**src/sv/jmpp_pkg.sv**
```systemverilog
// shared types, constants and arithmetic helpers of the joint motion profile block
package jmpp_pkg;

    localparam int FRAC_BITS  = 16;
    localparam int WORD_BITS  = 32;
    localparam int TIME_W     = WORD_BITS - 1;
    localparam int MAG_W      = WORD_BITS + 3;
    localparam int NUM_W      = WORD_BITS + FRAC_BITS;
    localparam int REM_W      = WORD_BITS;
    localparam int DIV_STEP   = 2;
    localparam int DIV_STAGES = NUM_W / DIV_STEP;
    localparam int CNT_W      = $clog2(NUM_W);
    localparam int SQB        = (WORD_BITS + FRAC_BITS + 5) / 2;
    localparam int F_W        = FRAC_BITS + 4;
    localparam int SUM_W      = MAG_W + 2;
    localparam int CFG_IDX_W  = 3;

    localparam logic [MAG_W-1:0] BIGV    = MAG_W'(1) << (WORD_BITS + 2);
    localparam logic [SQB:0]     SQ_LIM  = (SQB + 1)'(1) << SQB;
    localparam logic [FRAC_BITS:0] ONE_Q = (FRAC_BITS + 1)'(1) << FRAC_BITS;

    localparam logic [CFG_IDX_W-1:0] REG_START  = 3'd0;
    localparam logic [CFG_IDX_W-1:0] REG_DIST   = 3'd1;
    localparam logic [CFG_IDX_W-1:0] REG_END    = 3'd2;
    localparam logic [CFG_IDX_W-1:0] REG_SWITCH = 3'd3;
    localparam logic [CFG_IDX_W-1:0] REG_FINAL  = 3'd4;
    localparam logic [CFG_IDX_W-1:0] REG_ACCEL  = 3'd5;
    localparam logic [CFG_IDX_W-1:0] REG_VEL    = 3'd6;

    localparam logic [1:0] SEG_HOLD   = 2'd0;
    localparam logic [1:0] SEG_ACCEL  = 2'd1;
    localparam logic [1:0] SEG_CRUISE = 2'd2;
    localparam logic [1:0] SEG_DECEL  = 2'd3;

    typedef enum logic [2:0] {
        CFG_LOAD,
        CFG_DIV_TC,
        CFG_DIV_Q2,
        CFG_FINISH,
        CFG_IDLE
    } cfg_state_t;

    typedef struct packed {
        logic signed [WORD_BITS-1:0] sample_time;
        logic signed [WORD_BITS-1:0] hold_position;
    } in_item_t;

    typedef struct packed {
        logic signed [WORD_BITS-1:0] position;
        logic [1:0]                  segment;
    } out_item_t;

    typedef struct packed {
        logic signed [WORD_BITS-1:0] start_position;
        logic signed [WORD_BITS-1:0] move_distance;
        logic signed [WORD_BITS-1:0] end_position;
        logic [TIME_W-1:0]           switch_time;
        logic [TIME_W-1:0]           final_time;
        logic [TIME_W-1:0]           accel_max;
        logic [TIME_W-1:0]           vel_max;
        logic [MAG_W-1:0]            tc;
        logic [MAG_W-1:0]            q2;
        logic [MAG_W:0]              tf2;
        logic [MAG_W-1:0]            k_cruise;
        logic                        tri_mode;
        logic                        busy;
    } cfg_t;

    typedef struct packed {
        logic signed [WORD_BITS-1:0] hold;
        logic [1:0]                  seg;
        logic                        tri_mode;
        logic [SQB:0]                t_sq;
        logic [SQB:0]                w_sq;
        logic [TIME_W-1:0]           ts;
    } side_t;

    // (a*b) >> FRAC_BITS on magnitudes, saturating at BIGV
    function automatic logic [MAG_W-1:0] mul_sat(input logic [MAG_W:0] a,
                                                 input logic [MAG_W:0] b);
        logic [2*MAG_W+1:0]           p;
        logic [2*MAG_W+1-FRAC_BITS:0] r;
        p = a * b;
        r = p[2*MAG_W+1:FRAC_BITS];
        if (r > (2*MAG_W+2-FRAC_BITS)'(BIGV))
            mul_sat = BIGV;
        else
            mul_sat = r[MAG_W-1:0];
    endfunction

    // one restoring step: returns {quotient bit, new remainder}
    function automatic logic [REM_W:0] div_try(input logic [REM_W-1:0] r,
                                               input logic nb,
                                               input logic [TIME_W-1:0] b);
        logic [REM_W:0] s;
        logic [REM_W:0] bb;
        s  = {r, nb};
        bb = (REM_W + 1)'(b);
        if (s >= bb)
            div_try = {1'b1, REM_W'(s - bb)};
        else
            div_try = {1'b0, s[REM_W-1:0]};
    endfunction

    function automatic logic [MAG_W-1:0] clamp_q(input logic [NUM_W-1:0] q);
        if (q > NUM_W'(BIGV))
            clamp_q = BIGV;
        else
            clamp_q = q[MAG_W-1:0];
    endfunction

    function automatic logic [WORD_BITS-1:0] umag(input logic signed [WORD_BITS-1:0] x);
        if (x[WORD_BITS-1])
            umag = WORD_BITS'(-x);
        else
            umag = WORD_BITS'(x);
    endfunction

endpackage

```
**src/sv/jmpp_cfg.sv**
```systemverilog
// configuration registers and sequential computation of the profile constants
module jmpp_cfg
    import jmpp_pkg::*;
(
    input  logic                 clk,
    input  logic                 rst_n,
    input  logic                 cfg_write,
    input  logic [CFG_IDX_W-1:0] cfg_index,
    input  logic [WORD_BITS-1:0] cfg_data,
    output cfg_t                 cfg
);

    logic signed [WORD_BITS-1:0] start_reg, dist_reg, end_reg;
    logic [TIME_W-1:0]           switch_reg, final_reg, accel_reg, vel_reg;
    logic [MAG_W-1:0]            tc_reg, q2_reg, k_reg;
    logic [MAG_W:0]              tf2_reg;
    logic                        tri_reg;
    cfg_state_t                  state_reg, state_next;
    logic [CNT_W-1:0]            cnt_reg;
    logic [NUM_W-1:0]            num_reg;
    logic [REM_W-1:0]            rem_reg;
    logic [REM_W:0]              step;
    logic                        last;
    logic [NUM_W-1:0]            q_done;

    assign last   = (cnt_reg == CNT_W'(NUM_W - 1));
    assign step   = div_try(rem_reg, num_reg[NUM_W-1],
                            (state_reg == CFG_DIV_TC) ? accel_reg : vel_reg);
    assign q_done = {num_reg[NUM_W-2:0], step[REM_W]};

    always_comb
    begin
        state_next = state_reg;
        case (state_reg)
            CFG_LOAD:   state_next = CFG_DIV_TC;
            CFG_DIV_TC: if (last) state_next = CFG_DIV_Q2;
            CFG_DIV_Q2: if (last) state_next = CFG_FINISH;
            CFG_FINISH: state_next = CFG_IDLE;
            CFG_IDLE:   state_next = CFG_IDLE;
            default:    state_next = CFG_IDLE;
        endcase
        if (cfg_write)
            state_next = CFG_LOAD;
    end

    always_ff @(posedge clk or negedge rst_n)
    begin
        if (!rst_n)
        begin
            state_reg <= CFG_LOAD;
        end
        else
        begin
            state_reg <= state_next;
        end
    end

    always_ff @(posedge clk or negedge rst_n)
    begin
        if (!rst_n)
        begin
            start_reg  <= '0;
            dist_reg   <= '0;
            end_reg    <= '0;
            switch_reg <= '0;
            final_reg  <= TIME_W'(ONE_Q);
            accel_reg  <= TIME_W'(ONE_Q);
            vel_reg    <= TIME_W'(ONE_Q);
        end
        else if (cfg_write)
        begin
            case (cfg_index)
                REG_START:  start_reg  <= cfg_data;
                REG_DIST:   dist_reg   <= cfg_data;
                REG_END:    end_reg    <= cfg_data;
                REG_SWITCH: switch_reg <= cfg_data[TIME_W-1:0];
                REG_FINAL:  final_reg  <= cfg_data[TIME_W-1:0];
                REG_ACCEL:  accel_reg  <= cfg_data[TIME_W-1:0];
                REG_VEL:    vel_reg    <= cfg_data[TIME_W-1:0];
                default:    ;
            endcase
        end
    end

    // ramp time and cruise end, one quotient bit per cycle; then cruise slope, end time and mode
    always_ff @(posedge clk)
    begin
        case (state_reg)
            CFG_LOAD:
            begin
                num_reg <= NUM_W'(vel_reg) << FRAC_BITS;
                rem_reg <= '0;
                cnt_reg <= '0;
            end
            CFG_DIV_TC:
            begin
                if (last)
                begin
                    tc_reg  <= clamp_q(q_done);
                    num_reg <= NUM_W'(umag(dist_reg)) << FRAC_BITS;
                    rem_reg <= '0;
                    cnt_reg <= '0;
                end
                else
                begin
                    cnt_reg <= cnt_reg + CNT_W'(1);
                    rem_reg <= step[REM_W-1:0];
                    num_reg <= q_done;
                end
            end
            CFG_DIV_Q2:
            begin
                cnt_reg <= cnt_reg + CNT_W'(1);
                rem_reg <= step[REM_W-1:0];
                num_reg <= q_done;
                if (last)
                    q2_reg <= clamp_q(q_done);
            end
            CFG_FINISH:
            begin
                k_reg   <= mul_sat((MAG_W + 1)'(accel_reg), (MAG_W + 1)'(tc_reg));
                tf2_reg <= (MAG_W + 1)'(tc_reg) + (MAG_W + 1)'(q2_reg);
                tri_reg <= (tc_reg >= MAG_W'(switch_reg));
            end
            default: ;
        endcase
    end

    always_comb
    begin
        cfg.start_position = start_reg;
        cfg.move_distance  = dist_reg;
        cfg.end_position   = end_reg;
        cfg.switch_time    = switch_reg;
        cfg.final_time     = final_reg;
        cfg.accel_max      = accel_reg;
        cfg.vel_max        = vel_reg;
        cfg.tc             = tc_reg;
        cfg.q2             = q2_reg;
        cfg.tf2            = tf2_reg;
        cfg.k_cruise       = k_reg;
        cfg.tri_mode       = tri_reg;
        cfg.busy           = (state_reg != CFG_IDLE);
    end

endmodule

```
**config.mk**
```make
export PLATFORM = sky130hd
export DESIGN_NAME = jmpp_cfg
export DESIGN_NICKNAME = d
export VERILOG_FILES = /design/src/sv/jmpp_pkg.sv /design/src/sv/jmpp_cfg.sv
export SDC_FILE = /design/constraint.sdc
export NUM_CORES = 2
export LEC_CHECK = 0
export BUFFER_PORTS_ARGS = -buffer_cell sky130_fd_sc_hd__clkbuf_2
export CELL_PAD_IN_SITES_DETAIL_PLACEMENT = 0
export CELL_PAD_IN_SITES_GLOBAL_PLACEMENT = 1
export CORE_MARGIN = 3
export CORE_UTILIZATION = 40
export CTS_CLUSTER_SIZE = 12
export DETAILED_ROUTE_END_ITERATION = 16
export GPL_TIMING_DRIVEN = 0
export PLACE_DENSITY = 0.71
export SYNTH_ARGS = -nofsm -noshare
export SYNTH_HDL_FRONTEND = slang
export SYNTH_SLANG_ARGS = --single-unit
```
**constraint.sdc**
```tcl
create_clock -name clk -period 9.3 [get_ports clk]
set_clock_uncertainty 0.15 [all_clocks]
set_input_delay 1.86 -clock clk [delete_from_list [all_inputs] [get_ports clk]]
set_output_delay 1.86 -clock clk [all_outputs]
set_load 0.02 [all_outputs]
```
# Yosys cells after proc, flatten, opt, wreduce, memory -nomap -nowiden
# Index checks and enable logic that the tools add are counted.
[op_classes]
magnitude_cmp = 4
add_sub_neg = 4
n_reduce_logical = 13
mul = 1
muxes = 14
eq_ne = 13
[op_table]
columns = ["cell", "count"]
rows = [
  ["48-bit case mux with 3 select lines", 1],
  ["32-bit case mux with 3 select lines", 1],
  ["31-bit by 35-bit multiplier with 66-bit output", 1],
  ["32-bit 2-to-1 mux", 2],
  ["50-bit by 35-bit greater-than comparator with 1-bit output (second input constant)", 1],
  ["48-bit by 35-bit greater-than comparator with 1-bit output (second input constant)", 1],
  ["48-bit 2-to-1 mux", 1],
  ["35-bit by 35-bit adder with 36-bit output", 1],
  ["35-bit by 31-bit greater-or-equal comparator with 1-bit output", 1],
  ["35-bit 2-to-1 mux", 1],
  ["33-bit by 31-bit greater-or-equal comparator with 1-bit output", 1],
  ["33-bit 2-to-1 mux", 1],
  ["32-bit negation", 1],
  ["32-bit by 31-bit subtractor with 32-bit output", 1],
  ["31-bit 2-to-1 mux", 1],
  ["2-bit AND reduction", 10],
  ["6-bit case mux with 3 select lines", 1],
  ["3-bit by 2-bit == test with 1-bit output (second input constant)", 4],
  ["3-bit == test (second input constant)", 3],
  ["3-bit 2-to-1 mux", 3],
  ["3-bit != test (second input constant)", 3],
  ["3-bit case mux with 3 select lines", 1],
  ["6-bit by 1-bit adder with 6-bit output (second input constant)", 1],
  ["3-bit by 1-bit == test with 1-bit output (second input constant)", 2],
  ["4 further kinds", 5],
]
[word_totals]
wordCells = 65
in_bits = 38
output_inout_bits = 363
register_bits = 451

# Logic depth before layout (Yosys ltp)
[depth]
depth_word = 6
mapped_depth = 33
ltp_nobuf = 29

# Least setup slack after synthesis
# OpenSTA, ideal clock, no wires.
[synth_path]
path_kind = "register -> register"
start = "register accel_reg[16]"
end = "register k_reg[10] (data pin)"
slack_ps = 727
path_buffers = 4
setup_ps = 132
t_required_ps = 9018
arrival_time_ps = 8291
path_stages_with_launch = 29
period_less_slack_ps = 8573
cell_sequence = "dfstp_2 > clkbuf_1 > clkbuf_1 > nand2_1 > fa_1 > fa_1 > inv_1 > fa_1 > fa_1 > fa_1 > fa_1 > fa_1 > inv_1 > fa_1 > inv_1 > ha_1 > clkbuf_1 > nand4_1 > or3_1 > nor2_1 > o21ai_1 > a2111oi_2 > o21bai_1 > nand3_1 > or3b_2 > nor4_2 > o2111ai_1 > buf_4 > and3b_1"
[synth_between]
elab_chain_cells = 2
[synth_lines]
columns = ["item", "line_no", "rtl"]
rows = [
  ["start: declaration", "jmpp_cfg.sv:14", "logic [TIME_W-1:0] switch_reg, final_reg, accel_reg, vel_reg;"],
  ["start signal: assignment", "jmpp_cfg.sv:67", "accel_reg <= TIME_W'(ONE_Q);"],
  ["start signal: assignment", "jmpp_cfg.sv:78", "REG_ACCEL: accel_reg <= cfg_data[TIME_W-1:0];"],
  ["31-bit by 35-bit multiplier with 66-bit output (*)", "jmpp_pkg.sv:83", "p = a * b;"],
  ["50-bit by 35-bit greater-than comparator with 1-bit output", "jmpp_pkg.sv:85", "if (r > (2*MAG_W+2-FRAC_BITS)'(BIGV))"],
  ["end signal: assignment", "jmpp_cfg.sv:121", "k_reg <= mul_sat((MAG_W + 1)'(accel_reg), (MAG_W + 1)'(tc_reg));"],
  ["end: declaration", "jmpp_cfg.sv:15", "logic [MAG_W-1:0] tc_reg, q2_reg, k_reg;"],
]
# Every way passes the cells marked *; elsewhere a longest branch is shown, timed or not.
# A chain may end at the register's enable or synchronous reset.

# Worst setup path after layout
[layout_path]
start = "register tc_reg[7]"
end = "register k_reg[10] (data pin)"
[layout_between]
elab_chain_cells = 2
[layout_lines]
columns = ["item", "line_no", "rtl"]
rows = [
  ["start: declaration", "jmpp_cfg.sv:15", ""],
  ["start signal: assignment", "jmpp_cfg.sv:99", "tc_reg <= clamp_q(q_done);"],
  ["31-bit by 35-bit multiplier with 66-bit output (*)", "jmpp_pkg.sv:83", ""],
  ["50-bit by 35-bit greater-than comparator with 1-bit output", "jmpp_pkg.sv:85", ""],
]
# Marked as above.

==> out/qor.yml <==
clocking:
  cts_tree: "done"
  clockBufferDepth: 3
  htree_levels: 2
  worstSkewPairLatency_ns: 0.70
  cts_root_buf: "clkbuf_16"
  path_clk_slew_ns: 0.06
  clkSinkCount: 451
  cts_buffers: 51
drt:
  drt_iter0_drc: 4003
  viasPerCell: 5.54
  dr.pass1.iters: 6
  post-route-drc-count: 0
  totalWireLength_um: 227000
  vias: 45200
  wl_per_cell_um: 27.8
  postRouteAntennaNets: 0
die:
  pin_count: 401
  start_util_pct: 40.5
  die_height_um: 383
  core_um2: 141000
  die_area_um2: 147000
  rows: 137
  die_w_um: 383
synth:
  synth.yosys.seq_area_share_pct: 21.8
  synth_area_per_cell_um2: 10.0
  ys_warn_count: 0
  async_flop_share_pct: 49.4
  syn-cell-area_um2: 57000
  synth_cells: 5680
  synthTopCellsByArea: "fa_1 34%, edfxtp_1 12%, dfrtp_1 9.7%, ha_1 7.8%, inv_1 6.2%"
  ys.flop_type: "edfxtp_1"
  synth_edf_count: 228
  synth.ff_latch_count: 451
  synth_top_cell_by_area: "fa_1"
  synth_top_cell_area_share_pct: 33.5
  ys_types: 88
  syn_nets: 7027
sta:
  whs_ns: 0.357
  setup_viol: 0
  period_minus_slack_ns: 9.15
  final.setup.tns_ns: 0
  slew_headroom_pct: 30.9
  worst_pin_slew_ns: 1.03
  drv_slew: 0
  fmax_mhz: 109
  layout_worst_path_cycle_share_pct: 98.4
  final_hold_viol_count: 0
placement:
  globalplace.congestion: 1.00
  io_buffers: 399
  place_inst: 7971
  dp_hpwl_um: 183000
  dpl-instance-area_um2: 61600
worst_setup_path:
  critPathCaptureType: "register"
  cp_common_cell: "fa_1"
  worstPathArrival_ns: 9.55
  crit_start: "tc_reg[7]"
  cpPeakStageDelay_ns: 0.58
  r2r_end: "k_reg[10]"
  critPathSlowestCell: "fa_1"
  reg2reg_depth: 31
  worstReg2RegStart: "tc_reg[7]"
  required_ns: 9.71
  cp_max_fo: 10
  cp-start-kind: "register"
  path_class: "register to register"
  r2r_slack_ns: 0.15
cells_and_area:
  layout.cells.most_common_list: "944 x fa_1, 937 x inv_1, 726 x nand2_1, 498 x and2_1, 446 x clkbuf_2"
  area_growth_pct: 16.1
  final_common_cell: "fa_1"
  largest_reg_flops: 48
  finalNonFillerCells: 8163
  drive_gt1_share_pct: 19.7
  fin_area_um2: 66100
  fillers: 13600
  nets: 7581
worst_hold_path:
  hold_start: "start_reg[26]"
  hold_end: "start_reg[26]"
  min_path_cells: 1
  min_path_type: "register to register"
global_routing:
  overflow: 0
  grtUsageTotal_pct: 30.6
  antenna_found_initial: 18
  grt_max_degree: 100
  grt_pass1_wl_um: 325000
  grt_pass1_vias: 46300
run_status:
  status: "completed"
flow_run:
  max_cap_viol_count: 0
-- how the worst max path moves through the flow --
stage               depth (start not counted)        end
global placement                           29  k_reg[26]
global route                               31  k_reg[10]
detailed placement                         29  k_reg[26]
floorplan                                  28  k_reg[10]
CTS                                        30  k_reg[26]
finish                                     31  k_reg[10]
-- synth_stat cells (4+ instances only) --
cell,number
and4_1,6
buf_4,4
and2_1,499
o21bai_1,15
clkbuf_1,309
a31oi_1,20
or2_2,5
mux2_2,222
buf_1,11
a211oi_1,20
mux2i_1,63
ha_1,355
nor3b_1,8
fa_1,954
nand2_1,730
xnor2_1,60
o31ai_1,13
or3_1,16
o21ai_0,102
and3_1,43
a221oi_1,5
a221o_1,8
dfrtp_1,220
nor2_1,166
xor2_1,67
nand2b_1,20
inv_1,938
a21boi_0,5
nor3_1,40
a2111oi_0,6
o21ai_1,8
o21a_1,24
nor4b_1,5
or4_1,9
clkbuf_2,4
nand4_1,47
a21o_1,104
nor2b_1,17
edfxtp_1,228
nor4_1,23
o211ai_1,8
nand3_1,43
a21oi_1,129
a22oi_1,26
o41ai_1,6
-- critical path, delay by kind of cell (launching register included) --
| kind | cells | cell delay, ns |
|---|---|---|
| AOI/OAI and AO/OA | 2 | 0.31 |
| and+or+nand+nor | 8 | 2.11 |
| buffers and inverters | 11 | 1.23 |
| adders and majority gates | 9 | 4.49 |
| DFF | 1 | 0.45 |
| xor gates and xnor gates | 1 | 0.23 |
-- repair_timing --
action,in CTS,in global routing
setup endpoints to repair,35,35
cloned,0,3
pin swaps,9,34
buffers inserted,76,71
hold buffers,0,0
gates resized for setup,376,351
-- stage by stage --
stage / util [%] / setup WS, ns
floorplan: - / 0.727
finish: 47.1 / 0.153
CTS: 46.0 / 0.00730
detailed placement: 43.8 / -2.24
global route: 47.0 / -0.0414
global placement: 43.6 / -2.21
-- final cells by class --
cell class | count | area (um2) | area share [%]
Multi-Input combinational cell | 3960 | 40600 | 61.3
Sequential cell | 451 | 12500 | 18.9
Timing Repair Buffer | 564 | 3530 | 5.34
Inverter | 938 | 3520 | 5.32
Tap cell | 1876 | 2350 | 3.55
Buffer | 268 | 1850 | 2.80
Clock buffer | 73 | 1460 | 2.21
Clock inverter | 21 | 317 | 0.479
Antenna cell | 12 | 30.0 | 0.0454
-- per-layer routing --
metal,track usage [%],vias to the layer above,part of all wire (%)
met5,0,-,0.049
met4,12.9,10,5.1
met3,8.34,478,11
met2,47.1,2273,45
met1,40.7,23400,40
li1,-,19100,-
-- cell families after synthesis --
group	after synthesis	synth area share (%)
XOR/XNOR	127	1.95
AO/OA/AOI/OAI	538	6.25
AND/OR/NAND/NOR	1700	14.8
flip-flops	451	21.8
buffers and inverters	1270	8.42
multiplexers	285	5.49
adder cells (fa/ha/maj)	1309	41.3
Power is not shown: default switching activity piles up to over one toggle a cycle in this logic, so the estimate is an artifact.
